`config.mk`:
```
export PLATFORM = sky130hd
export DESIGN_NAME = tick_task_scheduler_table_core
export DESIGN_NICKNAME = d
export VERILOG_FILES = /design/src/tts_pkg.sv /design/src/tts_slot_mem.sv /design/src/tts_slot_alu.sv /design/src/tick_task_scheduler_table_core.sv
export SDC_FILE = /design/constraint.sdc
export NUM_CORES = 1
export LEC_CHECK = 0
export BUFFER_PORTS_ARGS = -buffer_cell sky130_fd_sc_hd__buf_2
export CAP_MARGIN = 20
export CORE_UTILIZATION = 50
export DETAILED_ROUTE_END_ITERATION = 10
export GPL_ROUTABILITY_DRIVEN = 1
export GPL_TIMING_DRIVEN = 0
export PLACE_DENSITY = 0.77
export SLEW_MARGIN = 20
export SYNTH_ARGS = -nofsm -noshare
export SYNTH_HDL_FRONTEND = slang
export SYNTH_SLANG_ARGS = --single-unit
```
`constraint.sdc`:
```
create_clock -name i_clk -period 13.8 [get_ports i_clk]
set_input_delay 0 -clock i_clk [delete_from_list [all_inputs] [get_ports i_clk]]
set_output_delay 0 -clock i_clk [all_outputs]
set_load 0.1 [all_outputs]
```
`src/tts_pkg.sv`:
```
// ----------------------------------------------------------------------------
// tts_pkg
// Types and constants shared by the tick task scheduler table modules.
// ----------------------------------------------------------------------------
package tts_pkg;

    // Most results that one dispatch item may give
    localparam int MAX_RESULTS = 16;
    localparam int CNT_W       = $clog2(MAX_RESULTS + 1);

    // Operation codes
    typedef enum logic [1:0] {
        OP_REGISTER = 2'd0,
        OP_TICK     = 2'd1,
        OP_DISPATCH = 2'd2,
        OP_REMOVE   = 2'd3
    } t_opcode;

    // Result status codes
    typedef enum logic [2:0] {
        ST_OK         = 3'd0,
        ST_FULL       = 3'd1,
        ST_EMPTY      = 3'd2,
        ST_NONE       = 3'd3,
        ST_BAD_HANDLE = 3'd4
    } t_status;

    // Input item
    typedef struct packed {
        t_opcode     opcode;
        logic [7:0]  task_handle;
        logic [15:0] start_delay;
        logic [15:0] repeat_period;
        logic [3:0]  slot_index;
    } t_in_item;

    // Result item
    typedef struct packed {
        t_status    status;
        logic [3:0] slot;
        logic [7:0] ready_handle;
        logic       freed_one_shot;
        logic       last;
    } t_out_item;

    // One stored slot entry
    typedef struct packed {
        logic [7:0]  handle;
        logic [15:0] delay;
        logic [15:0] period;
    } t_slot_entry;

    // Flags and result of the shared count unit
    typedef struct packed {
        logic [15:0] result;
        logic        a_zero;
    } t_alu_res;

    function automatic t_out_item mk_out(t_status st, logic [3:0] sl, logic [7:0] h,
                                         logic freed, logic lst);
        t_out_item o;
        o.status         = st;
        o.slot           = sl;
        o.ready_handle   = h;
        o.freed_one_shot = freed;
        o.last           = lst;
        return o;
    endfunction

endpackage

```
`src/tts_slot_mem.sv`:
```
// ----------------------------------------------------------------------------
// tts_slot_mem
// Slot entry store: one write port, one read port with registered read data.
// ----------------------------------------------------------------------------
module tts_slot_mem #(
    parameter int DEPTH = 16
) (
    input  logic                       i_clk,
    input  logic                       i_we,
    input  logic [$clog2(DEPTH)-1:0]   i_waddr,
    input  tts_pkg::t_slot_entry       i_wdata,
    input  logic                       i_re,
    input  logic [$clog2(DEPTH)-1:0]   i_raddr,
    output tts_pkg::t_slot_entry       o_rdata
);

    tts_pkg::t_slot_entry r_mem [DEPTH];
    tts_pkg::t_slot_entry r_rdata;

    // write port
    always_ff @(posedge i_clk) begin
        if (i_we) begin
            r_mem[i_waddr] <= i_wdata;
        end
    end

    // read port
    always_ff @(posedge i_clk) begin
        if (i_re) begin
            r_rdata <= r_mem[i_raddr];
        end
    end

    assign o_rdata = r_rdata;

endmodule

```
`src/tts_slot_alu.sv`:
```
// ----------------------------------------------------------------------------
// tts_slot_alu
// Shared count unit: result is b when a is zero, else a minus one.
// Serves delay countdown with reload, period store and one-shot check.
// ----------------------------------------------------------------------------
module tts_slot_alu (
    input  logic [15:0]       i_a,
    input  logic [15:0]       i_b,
    output tts_pkg::t_alu_res o_res
);

    logic a_zero;

    assign a_zero       = (i_a == 16'd0);
    assign o_res.a_zero = a_zero;
    assign o_res.result = a_zero ? i_b : (i_a - 16'd1);

endmodule

```
`src/tick_task_scheduler_table_core.sv`:
```
// ----------------------------------------------------------------------------
// tick_task_scheduler_table_core
// Task slot table with register, tick, dispatch and remove operations,
// walked one slot at a time by a small sequencer around a shared count unit.
// ----------------------------------------------------------------------------
//  channel | direction | handshake               | payload
//  in      | input     | i_in_valid / o_in_stall  | i_in_item  (t_in_item)
//  out     | output    | o_out_valid / i_out_stall| o_out_item (t_out_item)
//
//  Register scans upward for the lowest free slot (all slots when full);
//  remove needs no walk. Tick walks every slot; dispatch walks up to the
//  last flagged slot or the result limit. Each occupied (tick) or flagged
//  (dispatch) slot is read, then updated, as the slot store has one read port.
//  Reset clears state, index, result count, output valid and the occupied and run flags; the store needs no clearing.
//  A stalled output holds the walk at the next result; input is taken only idle.
// ----------------------------------------------------------------------------
module tick_task_scheduler_table_core #(
    parameter int TASK_SLOTS = 16
) (
    input  logic                i_clk,
    input  logic                i_rst_n,
    input  logic                i_in_valid,
    output logic                o_in_stall,
    input  tts_pkg::t_in_item   i_in_item,
    output logic                o_out_valid,
    input  logic                i_out_stall,
    output tts_pkg::t_out_item  o_out_item
);

    localparam int IDX_W = $clog2(TASK_SLOTS);

    typedef enum logic [3:0] {
        S_IDLE = 4'b0001,
        S_SCAN = 4'b0010,
        S_EXEC = 4'b0100,
        S_EMIT = 4'b1000
    } t_state;

    t_state                     r_state, n_state;
    logic [IDX_W-1:0]           r_idx, n_idx;
    logic [tts_pkg::CNT_W-1:0]  r_cnt, n_cnt;
    tts_pkg::t_in_item          r_item, n_item;
    logic [TASK_SLOTS-1:0]      r_used, n_used;
    logic [TASK_SLOTS-1:0]      r_ready, n_ready;
    logic                       r_out_valid, n_out_valid;
    tts_pkg::t_out_item         r_out, n_out;
    tts_pkg::t_out_item         r_fin, n_fin;

    // store and count unit hookup
    logic                       mem_we, mem_re;
    logic [IDX_W-1:0]           mem_waddr;
    tts_pkg::t_slot_entry       mem_wdata, mem_rdata;
    logic [15:0]                alu_a, alu_b;
    tts_pkg::t_alu_res          alu_res;

    logic                       out_free;
    logic                       last_idx;
    logic [IDX_W+3:0]           idx_wide;
    logic [3:0]                 idx_slot;
    logic [TASK_SLOTS-1:0]      above;
    logic                       more_ready;
    logic [IDX_W-1:0]           rm_idx;
    logic                       rm_in_range;
    logic                       res_last;

    tts_slot_mem #(
        .DEPTH (TASK_SLOTS)
    ) u_mem (
        .i_clk   (i_clk),
        .i_we    (mem_we),
        .i_waddr (mem_waddr),
        .i_wdata (mem_wdata),
        .i_re    (mem_re),
        .i_raddr (r_idx),
        .o_rdata (mem_rdata)
    );

    tts_slot_alu u_alu (
        .i_a   (alu_a),
        .i_b   (alu_b),
        .o_res (alu_res)
    );

    // walk helpers
    assign out_free    = !r_out_valid || !i_out_stall;
    assign last_idx    = (r_idx == IDX_W'(TASK_SLOTS - 1));
    assign idx_wide    = {4'b0000, r_idx};
    assign idx_slot    = idx_wide[3:0];
    assign above       = ({TASK_SLOTS{1'b1}} << r_idx) << 1;
    assign more_ready  = |(r_ready & above);
    assign rm_idx      = IDX_W'(i_in_item.slot_index);
    assign rm_in_range = (32'(i_in_item.slot_index) < TASK_SLOTS);
    assign res_last    = last_idx || !more_ready
                         || (r_cnt == tts_pkg::CNT_W'(tts_pkg::MAX_RESULTS - 1));

    // count unit operand select
    always_comb begin
        alu_a = r_item.repeat_period;
        alu_b = 16'd0;
        if (r_state == S_EXEC) begin
            if (r_item.opcode == tts_pkg::OP_TICK) begin
                alu_a = mem_rdata.delay;
                alu_b = mem_rdata.period;
            end else begin
                alu_a = mem_rdata.period;
            end
        end
    end

    // sequencer
    always_comb begin
        n_state     = r_state;
        n_idx       = r_idx;
        n_cnt       = r_cnt;
        n_item      = r_item;
        n_used      = r_used;
        n_ready     = r_ready;
        n_out_valid = r_out_valid;
        n_out       = r_out;
        n_fin       = r_fin;
        mem_we      = 1'b0;
        mem_re      = 1'b0;
        mem_waddr   = r_idx;
        mem_wdata   = mem_rdata;

        if (r_out_valid && !i_out_stall) begin
            n_out_valid = 1'b0;
        end

        unique case (r_state)
            S_IDLE: begin
                if (i_in_valid) begin
                    n_item = i_in_item;
                    n_idx  = '0;
                    n_cnt  = '0;
                    case (i_in_item.opcode)
                        tts_pkg::OP_REGISTER: begin
                            if (i_in_item.task_handle == 8'd0) begin
                                n_fin   = tts_pkg::mk_out(tts_pkg::ST_BAD_HANDLE, 4'd0,
                                                          8'd0, 1'b0, 1'b1);
                                n_state = S_EMIT;
                            end else begin
                                n_state = S_SCAN;
                            end
                        end
                        tts_pkg::OP_REMOVE: begin
                            n_fin = tts_pkg::mk_out(tts_pkg::ST_EMPTY,
                                                    i_in_item.slot_index,
                                                    8'd0, 1'b0, 1'b1);
                            if (rm_in_range) begin
                                if (r_used[rm_idx]) begin
                                    n_fin.status = tts_pkg::ST_OK;
                                end
                                n_used[rm_idx]  = 1'b0;
                                n_ready[rm_idx] = 1'b0;
                            end
                            n_state = S_EMIT;
                        end
                        default: begin
                            n_state = S_SCAN;
                        end
                    endcase
                end
            end

            S_SCAN: begin
                case (r_item.opcode)
                    tts_pkg::OP_REGISTER: begin
                        if (!r_used[r_idx]) begin
                            // claim the lowest free slot
                            mem_we           = 1'b1;
                            mem_wdata.handle = r_item.task_handle;
                            mem_wdata.delay  = r_item.start_delay;
                            mem_wdata.period = alu_res.result;
                            n_used[r_idx]    = 1'b1;
                            n_ready[r_idx]   = 1'b0;
                            n_fin   = tts_pkg::mk_out(tts_pkg::ST_OK, idx_slot,
                                                      8'd0, 1'b0, 1'b1);
                            n_state = S_EMIT;
                        end else if (last_idx) begin
                            n_fin   = tts_pkg::mk_out(tts_pkg::ST_FULL, 4'd0,
                                                      8'd0, 1'b0, 1'b1);
                            n_state = S_EMIT;
                        end else begin
                            n_idx = r_idx + 1'b1;
                        end
                    end
                    tts_pkg::OP_TICK: begin
                        if (r_used[r_idx]) begin
                            mem_re  = 1'b1;
                            n_state = S_EXEC;
                        end else if (last_idx) begin
                            n_fin   = tts_pkg::mk_out(tts_pkg::ST_OK, 4'd0,
                                                      8'd0, 1'b0, 1'b1);
                            n_state = S_EMIT;
                        end else begin
                            n_idx = r_idx + 1'b1;
                        end
                    end
                    default: begin
                        // dispatch: find the next flagged slot
                        if (r_ready[r_idx]) begin
                            mem_re  = 1'b1;
                            n_state = S_EXEC;
                        end else if (last_idx) begin
                            n_fin   = tts_pkg::mk_out(tts_pkg::ST_NONE, 4'd0,
                                                      8'd0, 1'b0, 1'b1);
                            n_state = S_EMIT;
                        end else begin
                            n_idx = r_idx + 1'b1;
                        end
                    end
                endcase
            end

            S_EXEC: begin
                if (r_item.opcode == tts_pkg::OP_TICK) begin
                    // count down, flag and reload when due
                    mem_we          = 1'b1;
                    mem_wdata.delay = alu_res.result;
                    if (alu_res.a_zero) begin
                        n_ready[r_idx] = 1'b1;
                    end
                    if (last_idx) begin
                        n_fin   = tts_pkg::mk_out(tts_pkg::ST_OK, 4'd0,
                                                  8'd0, 1'b0, 1'b1);
                        n_state = S_EMIT;
                    end else begin
                        n_idx   = r_idx + 1'b1;
                        n_state = S_SCAN;
                    end
                end else if (out_free) begin
                    // dispatch one flagged slot
                    n_out_valid    = 1'b1;
                    n_out          = tts_pkg::mk_out(tts_pkg::ST_OK, idx_slot,
                                                     mem_rdata.handle, alu_res.a_zero,
                                                     res_last);
                    n_ready[r_idx] = 1'b0;
                    if (alu_res.a_zero) begin
                        n_used[r_idx] = 1'b0;
                    end
                    n_cnt = r_cnt + 1'b1;
                    if (res_last) begin
                        n_state = S_IDLE;
                    end else begin
                        n_idx   = r_idx + 1'b1;
                        n_state = S_SCAN;
                    end
                end
            end

            S_EMIT: begin
                if (out_free) begin
                    n_out_valid = 1'b1;
                    n_out       = r_fin;
                    n_state     = S_IDLE;
                end
            end

            default: begin
                n_state = S_IDLE;
            end
        endcase
    end

    // control registers
    always_ff @(posedge i_clk) begin
        if (!i_rst_n) begin
            r_state     <= S_IDLE;
            r_idx       <= '0;
            r_cnt       <= '0;
            r_used      <= '0;
            r_ready     <= '0;
            r_out_valid <= 1'b0;
        end else begin
            r_state     <= n_state;
            r_idx       <= n_idx;
            r_cnt       <= n_cnt;
            r_used      <= n_used;
            r_ready     <= n_ready;
            r_out_valid <= n_out_valid;
        end
    end

    // payload registers
    always_ff @(posedge i_clk) begin
        r_item <= n_item;
        r_out  <= n_out;
        r_fin  <= n_fin;
    end

    assign o_in_stall  = (r_state != S_IDLE);
    assign o_out_valid = r_out_valid;
    assign o_out_item  = r_out;

endmodule
```
* Word-level counts from Yosys, hierarchy flattened
Memories as Yosys holds them, arrays and structs flattened. A register that Yosys moved wholly into a read port is not among the register bits.
Cells that the tools add are included.
Widths: inputs -> output; s select.
** Word-level totals
- Output and inout bits :: 19
- Bits in latches :: 0
- Logic and storage cells :: 187
- Input port bits :: 50
- Bits in writable memories :: 640
- ROM bits :: 0
- Memories kept :: 1
- Register bits :: 122
** Memory list
- u_mem.r_mem :: words 16, width 40, rd ports 1, clocked after memory_dff 1, write ports 1, line tts_slot_mem.sv:17 : tts_pkg::t_slot_entry r_mem [DEPTH];
** Cells by class
- Shift operators :: 1
- Equality and inequality tests :: 28
- Multipliers :: 0
- Reductions and logical operators :: 25
- Bitwise operators :: 9
- Order comparisons :: 4
- Divide/modulo/power cells :: 0
- Add/subtract/negate cells :: 3
- Multiplexer cells :: 96
** Operators with widths (count)
- $mux 16 :: 21
- $mux 17 :: 12
- $pmux 17 s2 :: 3
- $pmux 16 s3 :: 2
- $and 16x16->16 :: 5
- $mux 40 :: 2
- $mux 4 :: 18
- $pmux 17 s3 :: 1
- $not 16->16 :: 2
- $or 16x16->16 :: 2
- $pmux 16 s2 :: 1
- $pmux 4 s2 :: 3
- $logic_not 16->1 :: 1
- $mux 1 :: 16
- $pmux 4 s4 :: 1
- $reduce_or 16->1 :: 1
- $shl 16x4->15 const A :: 1
- $sub 16x1->16 const B :: 1
- $mux 5 :: 3
- $reduce_and 7->1 :: 2
- $bmux 1 s4 :: 3
- $pmux 4 s3 :: 1
- $lt 4x5->1 const B :: 2
- $ne 2x2->1 const B :: 5
- 34 further kinds :: 57

* Longest topological paths before layout
Gate-level depths: netlist of the first run.
- Depth after elaboration :: 10
- Mapped depth :: 16
- Depth with buffers taken out :: 12

* Cells and area by module
From an unflattened synthesis of the first run, not the netlist that was laid out.
** Second synthesis, totals
- Cells, all modules :: 1865
- Area total of the unflattened synthesis :: 33236.9 µm²
** By module, submodules not included
- tts_slot_mem :: times used 1, area each 25532.0 µm², sequential area each 20419.6 µm², cells each 1040
- tick_task_scheduler_table_core :: times used 1, area each 7078.0 µm², sequential area each 3203.1 µm², cells each 753
- tts_slot_alu :: times used 1, area each 626.9 µm², sequential area each 0.0 µm², cells each 72

* Worst setup path before layout of the first run
Ideal clock, no wire load.
- Kind :: reg-to-reg
- Start :: register r_idx[2], in the netlist idx_slot[2]
- End :: register r_fin[0] (netlist name) (enable)
- Data required time :: 13.300 ns
- Library setup time :: 0.500 ns
- Path buffers :: 3
- Arrival time :: 4.158 ns
- Clock period less this slack :: 4.657 ns
- Stages on the path, launching flop included :: 10
- Setup slack :: 9.143 ns
- Cells stage by stage :: dfxtp_1 clkbuf_1 clkbuf_1 nor2_1 clkbuf_1 a22oi_1 a31oi_1 a21oi_1 nor2_1 a311oi_1
** On the way
- Longest elaborated chain between the ends :: 4
- Elaborated cells between the ends (all ways) :: 10
- Classes of those cells :: eq/ne (5); mux (4); reduce/logical (1)
** RTL lines
- start: declaration :: line tick_task_scheduler_table_core.sv:40 : logic [IDX_W-1:0] r_idx, n_idx;
- start signal: assignment :: line tick_task_scheduler_table_core.sv:277 : r_idx <= n_idx;
- $bmux 1 s4 (on tied branches) :: line tick_task_scheduler_table_core.sv:169, tick_task_scheduler_table_core.sv:189, tick_task_scheduler_table_core.sv:202
- $mux 1 (on tied branches) :: line tick_task_scheduler_table_core.sv:169, tick_task_scheduler_table_core.sv:189, tick_task_scheduler_table_core.sv:202
- $ne 4x4->1 (no line) (tied with other cells)
- $reduce_and 9->1 (no line) *
- end signal: assignment :: line tick_task_scheduler_table_core.sv:289 : r_fin <= n_fin;
- end: declaration :: line tick_task_scheduler_table_core.sv:47 : tts_pkg::t_out_item r_fin, n_fin;
Every way passes the cells marked *; elsewhere a longest branch is shown, timed or not. The select of a mux whose other input is x is not followed.
A chain may end at the register's enable or synchronous reset.

==> results of run 1 <==
-- flip-flops by register name (all words and copies together) (netlist names), 5 cells and up --
register       cells
u_mem.r_mem      640
r_item            42
u_mem.o_rdata     40
o_out_item        17
r_fin             17
r_ready           16
r_used            16
r_cnt              5
-- power by group through the flow --
stage	clock (mW)	combinational, mW	sequential [mW]
2_1_floorplan	0	0.0666	2.70
3_3_place_gp	0	0.108	2.71
3_5_place_dp	0	0.114	2.71
4_1_cts	2.22	0.125	2.66
5_1_grt	2.31	0.134	2.66
6_report	2.21	0.129	2.66
-- timing repair --
item | in CTS | in global routing
resized for setup | 0 | 0
hold endpoints to repair | 71 | 0
setup buffers | 0 | 0
hold buffers | 46 | 0
-- area by class of cell --
cell class | count | area, um^2 | area share
inverter | 17 | 63.8 | 0.00165
multi-input combinational | 876 | 9090 | 0.235
timing repair buffer | 154 | 1720 | 0.0445
clock buffer | 107 | 2150 | 0.0554
sequential | 802 | 23600 | 0.610
clock inverter | 40 | 508 | 0.0131
tap | 855 | 1070 | 0.0276
buffer | 119 | 489 | 0.0126
antenna | 1 | 2.50 | 0.0000646
-- how the worst min path moves through the flow --
stage	start	to	slack, ns	cells after the start
3_5_place_dp	i_in_item[20]	r_item[20]$_DFFE_PP_	0.18	1
3_3_place_gp	i_in_item[34]	r_item[34]$_DFFE_PP_	0.18	1
6_report	i_in_item[27]	r_item[27]$_DFFE_PP_	0.08	2
2_1_floorplan	i_in_item[10]	r_item[10]$_DFFE_PP_	0.1	0
5_1_grt	i_in_item[12]	r_item[12]$_DFFE_PP_	0.07	2
4_1_cts	i_in_item[34]	r_item[34]$_DFFE_PP_	0.04	2
-- cell usage in the layout, fill, tap and decap left out, types with 17 or more instances in the layout --
cell,Yosys,layout
dfxtp_1,46,46
clkbuf_1,82,96
a21oi_1,34,33
buf_12,0,20
nor2_1,99,82
and2_1,17,17
nor3_1,17,17
nor2_4,0,17
a31oi_1,19,18
mux2i_1,18,18
edfxtp_1,756,756
buf_2,12,75
nand3_1,34,34
o221a_2,18,18
buf_1,24,19
clkbuf_16,0,82
mux4_2,213,213
nand2_1,120,120
o21ai_0,48,32
dlygate4sd3_1,0,46
-- worst register-to-register path, delay by kind of cell, from the launching register on --
family	cells	cell delay [ns]
buf+inv	7	2.71
compound gates	5	1.62
simple gates	2	0.69
fa+ha+maj	1	0.36
flops	1	0.32
xor+xnor	1	0.25
-- per-stage QoR --
step           hold slack (ns)  total power, mW
2_1_floorplan           0.0989             2.77
3_5_place_dp             0.178             2.82
3_3_place_gp             0.179             2.82
6_report                0.0811             5.00
5_1_grt                 0.0688             5.10
4_1_cts                 0.0371             5.00
-- cell families after synthesis --
family                   count (synthesis)
AO/OA/AOI/OAI                          229
XOR/XNOR                                20
adder cells (fa/ha/maj)                 11
buffers and inverters                  136
flip-flops                             802
multiplexers                           244
AND/OR/NAND/NOR                        372
-- routing by layer --
metal | track usage | routed length [um] | vias up
met5 | 0 | 18 | -
met4 | 0.103 | 3410 | 2
met3 | 0.0588 | 10400 | 223
met2 | 0.476 | 47400 | 1462
met1 | 0.420 | 38200 | 10400
li1 | - | - | 7891
-- synthesized netlist by cell type (4+ instances only) --
library cell / instances / area [um^2]
and3_1: 16 / 100
xor2_1: 11 / 96.3
a31oi_1: 19 / 119
dfxtp_1: 46 / 921
edfxtp_1: 756 / 22700
nor2_1: 99 / 372
ha_1: 11 / 138
or3_1: 11 / 68.8
nor4_1: 4 / 25.0
clkbuf_1: 82 / 308
a21oi_1: 34 / 170
nand3_1: 34 / 170
a211oi_1: 8 / 60.1
mux4_2: 213 / 4800
o31ai_1: 18 / 135
nor2b_1: 10 / 62.6
o221a_2: 18 / 203
nand2b_1: 8 / 50.1
mux2_2: 13 / 146
mux2i_1: 18 / 180
o22ai_1: 4 / 25.0
inv_1: 16 / 60.1
buf_1: 24 / 90.1
nand2_1: 120 / 450
a21boi_0: 15 / 113
o21ai_0: 48 / 240
and2_1: 17 / 106
nor4b_1: 6 / 52.6
nand4_1: 12 / 75.1
buf_2: 12 / 60.1
nor3_1: 17 / 85.1
xnor2_1: 9 / 78.8
a22oi_1: 13 / 97.6
==> results.sh, run 1 <==
export IMPL_status="finished clean"
export IMPL_synth_edff_count=756
export IMPL_areaGrowthSynthToFinish_pct=17.1
export IMPL_grt_pass1_vias=19700
export IMPL_worst_ir_drop_vdd_uv=124
export IMPL_clk_pin_slew_ns=0.07
export IMPL_setup_slack_ns=7.54
export IMPL_holdCritPathClass="primary input to flop"
export IMPL_synth_area_um2=33000
export IMPL_tightestPinTransition_ns=1.16
export IMPL_h_tree_depth=3
export IMPL_relSlewSlack=0.226
export IMPL_yosysSeqAreaShare=0.715
export IMPL_grt_pass1_wl_um=142000
export IMPL_syn_area_per_cell_um2=18.2
export IMPL_internal_power_mw=3.96
export IMPL_ioPinCount=69
export IMPL_track_usage=0.301
export IMPL_final_max_slew_viol_count=0
export IMPL_wl_um=99400
export IMPL_finalNonFillerCells=2971
export IMPL_fp_coreArea_um2=64900
export IMPL_crit_type="flop to flop"
export IMPL_via_per_inst=6.73
export IMPL_cp_num_cells=16
export IMPL_post_route_util=0.596
export IMPL_post_place_ws_ns=7.44
export IMPL_reg2reg_from="r_state[0]$_SDFFE_PN1P_"
export IMPL_clock_latency_ns=0.66
export IMPL_syn_num_nets=1875
export IMPL_synth_compound_area_share=0.0511
export IMPL_worst_r2r_path_depth=16
export IMPL_port_buffers=63
export IMPL_clock_fmax_mhz=160
export IMPL_synth_top_family_by_area="multiplexers"
export IMPL_pwr_share_seq=0.532
export IMPL_row_count=93
export IMPL_yosys_area_share_simple=0.0535
export IMPL_fin_area_um2=38700
export IMPL_worst_r2r_endpoint="u_mem.r_mem[15][14]$_DFFE_PP_"
export IMPL_ys_warnings_count=0
export IMPL_cp_top_family="buffers and inverters"
export IMPL_worst_path_max_fanout=16
export IMPL_nNetsFinal=2111
export IMPL_place_congestion=0.973
export IMPL_setup_viol=0
export IMPL_async_flop_share=0
export IMPL_grt_overflow=0
export IMPL_critPathMaxStageDelay_ns=0.74
export IMPL_power_density_nw_per_um2=129
export IMPL_slowest_stage="buf_1"
export IMPL_tns_ns=0
export IMPL_vias=20000
export IMPL_cp_data_arrival_time_ns=6.60
export IMPL_required_ns=14.14
export IMPL_ys_types=73
export IMPL_power_leakage_nw=12.1
export IMPL_critPathLaunchType="flop"
export IMPL_path_cells="clkbuf_1 -> or4b_1 -> buf_2 -> buf_2 -> buf_1 -> buf_1 -> a21oi_1 -> a21oi_1 -> ha_1 -> inv_1 -> or4_1 -> clkbuf_1 -> a2111oi_0 -> xor2_1 -> a221oi_1 -> o21ai_2"
export IMPL_clockBufferDepth=3
export IMPL_wl_per_cell_um=33.5
export IMPL_combPwrFrac=0.026
export IMPL_synth_xor_area_share=0.00530
export IMPL_antenna_found_initial=1
export IMPL_path_buf_inv=7
export IMPL_cap_violations=0
export IMPL_drc=0
export IMPL_yosys_area_share_adder=0.00416
export IMPL_drt_first_pass_iters=8
export IMPL_die_y_um=259
export IMPL_ys_seq_elements=802
export IMPL_start_util=0.509
export IMPL_final_hold_viol_count=0
export IMPL_switchingPower_mw=1.03
export IMPL_fin_crit_sh=0.453
export IMPL_cts_tree="yes"
export IMPL_endpoint="u_mem.r_mem[15][14]$_DFFE_PP_"
export IMPL_ant_nets=0
export IMPL_synth_flop_cell="edfxtp_1"
export IMPL_skew_ns=0.0793
export IMPL_layout_drive_gt1_share=0.252
export IMPL_grt_max_degree=25
export IMPL_drt_initial_drc_count=2841
export IMPL_rsz0062_at_grt="false"
export IMPL_startpoint="r_state[0]$_SDFFE_PN1P_"
export IMPL_synthMuxAreaShare=0.155
export IMPL_synth_cells=1814
export IMPL_cp_end_kind="flop"
export IMPL_layout_min_cycle_time_ns=6.26
export IMPL_die_w_um=259
export IMPL_p_sw_frac=0.207
export IMPL_clock_power_share=0.442
export IMPL_clock_sinks=802
export IMPL_r2r_setup_slack_ns=7.54
export IMPL_cts_root_buffer="clkbuf_16"
export IMPL_dieArea_um2=67100
export IMPL_dp_cells=2777
export IMPL_cts_made_buffers=80
export IMPL_placed_cell_area_um2=35600
export IMPL_fillers=4589
export IMPL_dp_hpwl_um=63700
(Power assumes the default switching activity.)
==> run 2: changes to the inputs <==
--- a/config.mk
+++ b/config.mk
@@ -5,13 +5,14 @@
 export SDC_FILE = /design/constraint.sdc
 export NUM_CORES = 1
 export LEC_CHECK = 0
+export ABC_AREA = 1
 export BUFFER_PORTS_ARGS = -buffer_cell sky130_fd_sc_hd__buf_2
 export CAP_MARGIN = 20
 export CORE_UTILIZATION = 50
 export DETAILED_ROUTE_END_ITERATION = 10
 export GPL_ROUTABILITY_DRIVEN = 1
 export GPL_TIMING_DRIVEN = 0
-export PLACE_DENSITY = 0.77
+export PLACE_DENSITY = 0.79
 export SLEW_MARGIN = 20
 export SYNTH_ARGS = -nofsm -noshare
 export SYNTH_HDL_FRONTEND = slang
==> constraint.sdc (replaced) <==
create_clock -name i_clk -period 5.6 [get_ports i_clk]
set_input_delay 0 -clock i_clk [delete_from_list [all_inputs] [get_ports i_clk]]
set_output_delay 0 -clock i_clk [all_outputs]
set_load 0.1 [all_outputs]
==> results.sh, run 2 <==
export IMPL_cp_end_kind="flop"
export IMPL_die_w_um=263
export IMPL_layout_min_cycle_time_ns=5.26
export IMPL_top_register="u_mem.r_mem"
export IMPL_switchingPower_mw=4.37
export IMPL_via_per_inst=6.25
export IMPL_synth_area_um2=34200
export IMPL_ys_types=50
export IMPL_finalNonFillerCells=4276
export IMPL_place_congestion=0.991
export IMPL_crit_type="flop to flop"
export IMPL_post_route_util=0.587
export IMPL_yosysSeqAreaShare=0.691
export IMPL_final_cell_mix="756 x edfxtp_1, 565 x nand2_1, 425 x nor2_1, 407 x o21ai_0, 165 x o22ai_1"
export IMPL_internal_power_mw=10.3
export IMPL_clock_power_share=0.349
export IMPL_dp_cells=4082
export IMPL_dp_hpwl_um=72100
export IMPL_cts_tree="yes"
export IMPL_row_count=95
export IMPL_layout_commonest_cell="edfxtp_1"
export IMPL_start_util=0.507
export IMPL_cap_violations=0
export IMPL_cts_made_buffers=79
export IMPL_ys_warnings_count=0
export IMPL_wl_per_cell_um=25.2
export IMPL_pwr_share_seq=0.468
export IMPL_ant_nets=0
export IMPL_critPathLaunchType="flop"
export IMPL_synth_area_leaders="edfxtp_1 66%, nand2_1 6.2%, o21ai_0 6.1%"
export IMPL_setup_viol=0
export IMPL_nNetsFinal=3402
export IMPL_clk_pin_slew_ns=0.06
export IMPL_status="finished clean"
export IMPL_worst_ir_drop_vdd_uv=305
export IMPL_skew_ns=0.0307
export IMPL_die_y_um=263
export IMPL_wl_um=108000
export IMPL_rsz0062_at_grt="false"
export IMPL_relSlewSlack=0.199
export IMPL_layout_drive_gt1_share=0.105
export IMPL_grt_overflow=0
export IMPL_h_tree_depth=3
export IMPL_cts_root_buffer="clkbuf_16"
export IMPL_synth_edff_count=756
export IMPL_multi_input_area_um2=9440
export IMPL_holdCritPathClass="primary input to flop"
export IMPL_worst_path_max_fanout=11
export IMPL_power_mw=14.7
export IMPL_syn_area_per_cell_um2=11.1
export IMPL_p_sw_frac=0.297
export IMPL_fp_coreArea_um2=67400
export IMPL_async_flop_share=0
export IMPL_ys_seq_elements=802
export IMPL_fin_crit_sh=0.939
export IMPL_final_max_slew_viol_count=0
export IMPL_yosysTopAreaCell="edfxtp_1"
export IMPL_tightestPinTransition_ns=1.20
export IMPL_whs_ns=0.0589
export IMPL_drt_initial_drc_count=4512
export IMPL_vias=26700
export IMPL_synth_cells=3084
export IMPL_final_hold_viol_count=0
export IMPL_power_leakage_nw=13.6
export IMPL_power_density_nw_per_um2=371
export IMPL_grt_max_degree=44
export IMPL_clockBufferDepth=3
export IMPL_seq_area_um2=23600
export IMPL_yosysMostFrequentCell="edfxtp_1"
export IMPL_ioPinCount=69
export IMPL_track_usage=0.305
export IMPL_synth_flop_cell="edfxtp_1"
export IMPL_dieArea_um2=69400
export IMPL_fillers=5251
export IMPL_largest_register_ffs=640
export IMPL_clock_fmax_mhz=190
export IMPL_clock_sinks=802
export IMPL_port_buffers=68
export IMPL_areaGrowthSynthToFinish_pct=15.8
export IMPL_required_ns=5.95
export IMPL_yosys_top_cells_count="756 x edfxtp_1, 566 x nand2_1, 440 x nor2_1"
export IMPL_drt_first_pass_iters=6
export IMPL_antenna_found_initial=0
export IMPL_clock_latency_ns=0.66
export IMPL_syn_num_nets=3145
export IMPL_grt_pass1_wl_um=157000
export IMPL_combPwrFrac=0.183
export IMPL_drc=0
export IMPL_cp_data_arrival_time_ns=5.60
export IMPL_yosys_area_top_type_share=0.664
export IMPL_grt_pass1_vias=25700
## run 2: cell types whose count changed after synthesis, moves of 56 or more
cell | previous run | this run
o21ai_0 | 48 | 419
nor2_1 | 99 | 440
nand2_1 | 120 | 566
clkbuf_1 | 82 | 138
nand3_1 | 34 | 112
o22ai_1 | 4 | 165
inv_1 | 16 | 120
mux4_2 | 213 | 0
## run 2: cell families after synthesis
group	share of synthesized area
buf+inv	0.0383
flops	0.691
fa+ha+maj	0.00403
xor+xnor	0.00205
simple gates	0.149
compound gates	0.115
## run 2: worst paths after layout
| path | depth (start not counted) | slack (ns) | endpoint | start |
|---|---|---|---|---|
| setup / recovery | 12 | 0.34 | u_mem.r_mem[0][14]$_DFFE_PP_ | idx_slot[0]$_SDFFE_PN0P_ |
| hold / removal | 2 | 0.06 | r_item[18]$_DFFE_PP_ | i_in_item[18] |
| setup reg to reg | 12 | 0.34 | u_mem.r_mem[0][14]$_DFFE_PP_ | idx_slot[0]$_SDFFE_PN0P_ |
| hold reg to reg | 2 | 0.47 | r_used[6]$_SDFFE_PN0P_ | r_used[6]$_SDFFE_PN0P_ |
## run 2: worst max-delay path: stages (launching register included)
cell      delay (ns)
dfxtp_1         0.38
buf_2           0.24
buf_2           0.21
inv_1           0.14
buf_2           0.39
clkbuf_1        0.75
clkbuf_1        0.66
ha_1            0.39
inv_1           0.18
nor3_2          0.79
buf_4           0.35
buf_4           0.22
buf_4           0.22
## run 2: final cells by class
class | count | area share
multi-input cells | 1961 | 0.239
diodes | 1 | 0.0000633
clock inverters | 40 | 0.00826
flip-flops and latches | 802 | 0.597
well taps | 873 | 0.0276
repair buffers | 176 | 0.0414
inverters | 136 | 0.0129
clock buffers | 102 | 0.0537
plain buffers | 185 | 0.0202
## run 2: timing repair
item / 4_1_cts / 5_1_grt
setup buffers: 0 / 0
hold buffers: 50 / 0
hold endpoints to repair: 65 / 0
resized for setup: 0 / 0
## run 2: metrics by stage
stage          area (um^2)  setup TNS [ns]  setup slack, ns
2_1_floorplan        34200               0            0.494
3_3_place_gp         35600        -1305.60            -3.72
6_report             39600               0            0.342
5_1_grt              39600               0            0.364
3_5_place_dp         36600               0            0.705
4_1_cts              39500               0            0.681
## run 2: layer usage
| layer | wire, um | up-vias | track usage |
|---|---|---|---|
| li1 | - | 11500 | - |
| met1 | 38400 | 12600 | 0.395 |
| met2 | 47900 | 2179 | 0.472 |
| met3 | 14800 | 441 | 0.0751 |
| met4 | 6700 | 0 | 0.172 |
| met5 | 0 | - | 0 |
## run 2: power by group through the flow
stage               registers, mW  logic [mW]  clock network [mW]
global placement             7.01        2.42                   0
global route                 6.88        2.84                5.35
finish                       6.88        2.69                5.12
detailed placement           7.00        2.52                   0
floorplan                    6.96        1.55                   0
CTS                          6.87        2.57                5.11
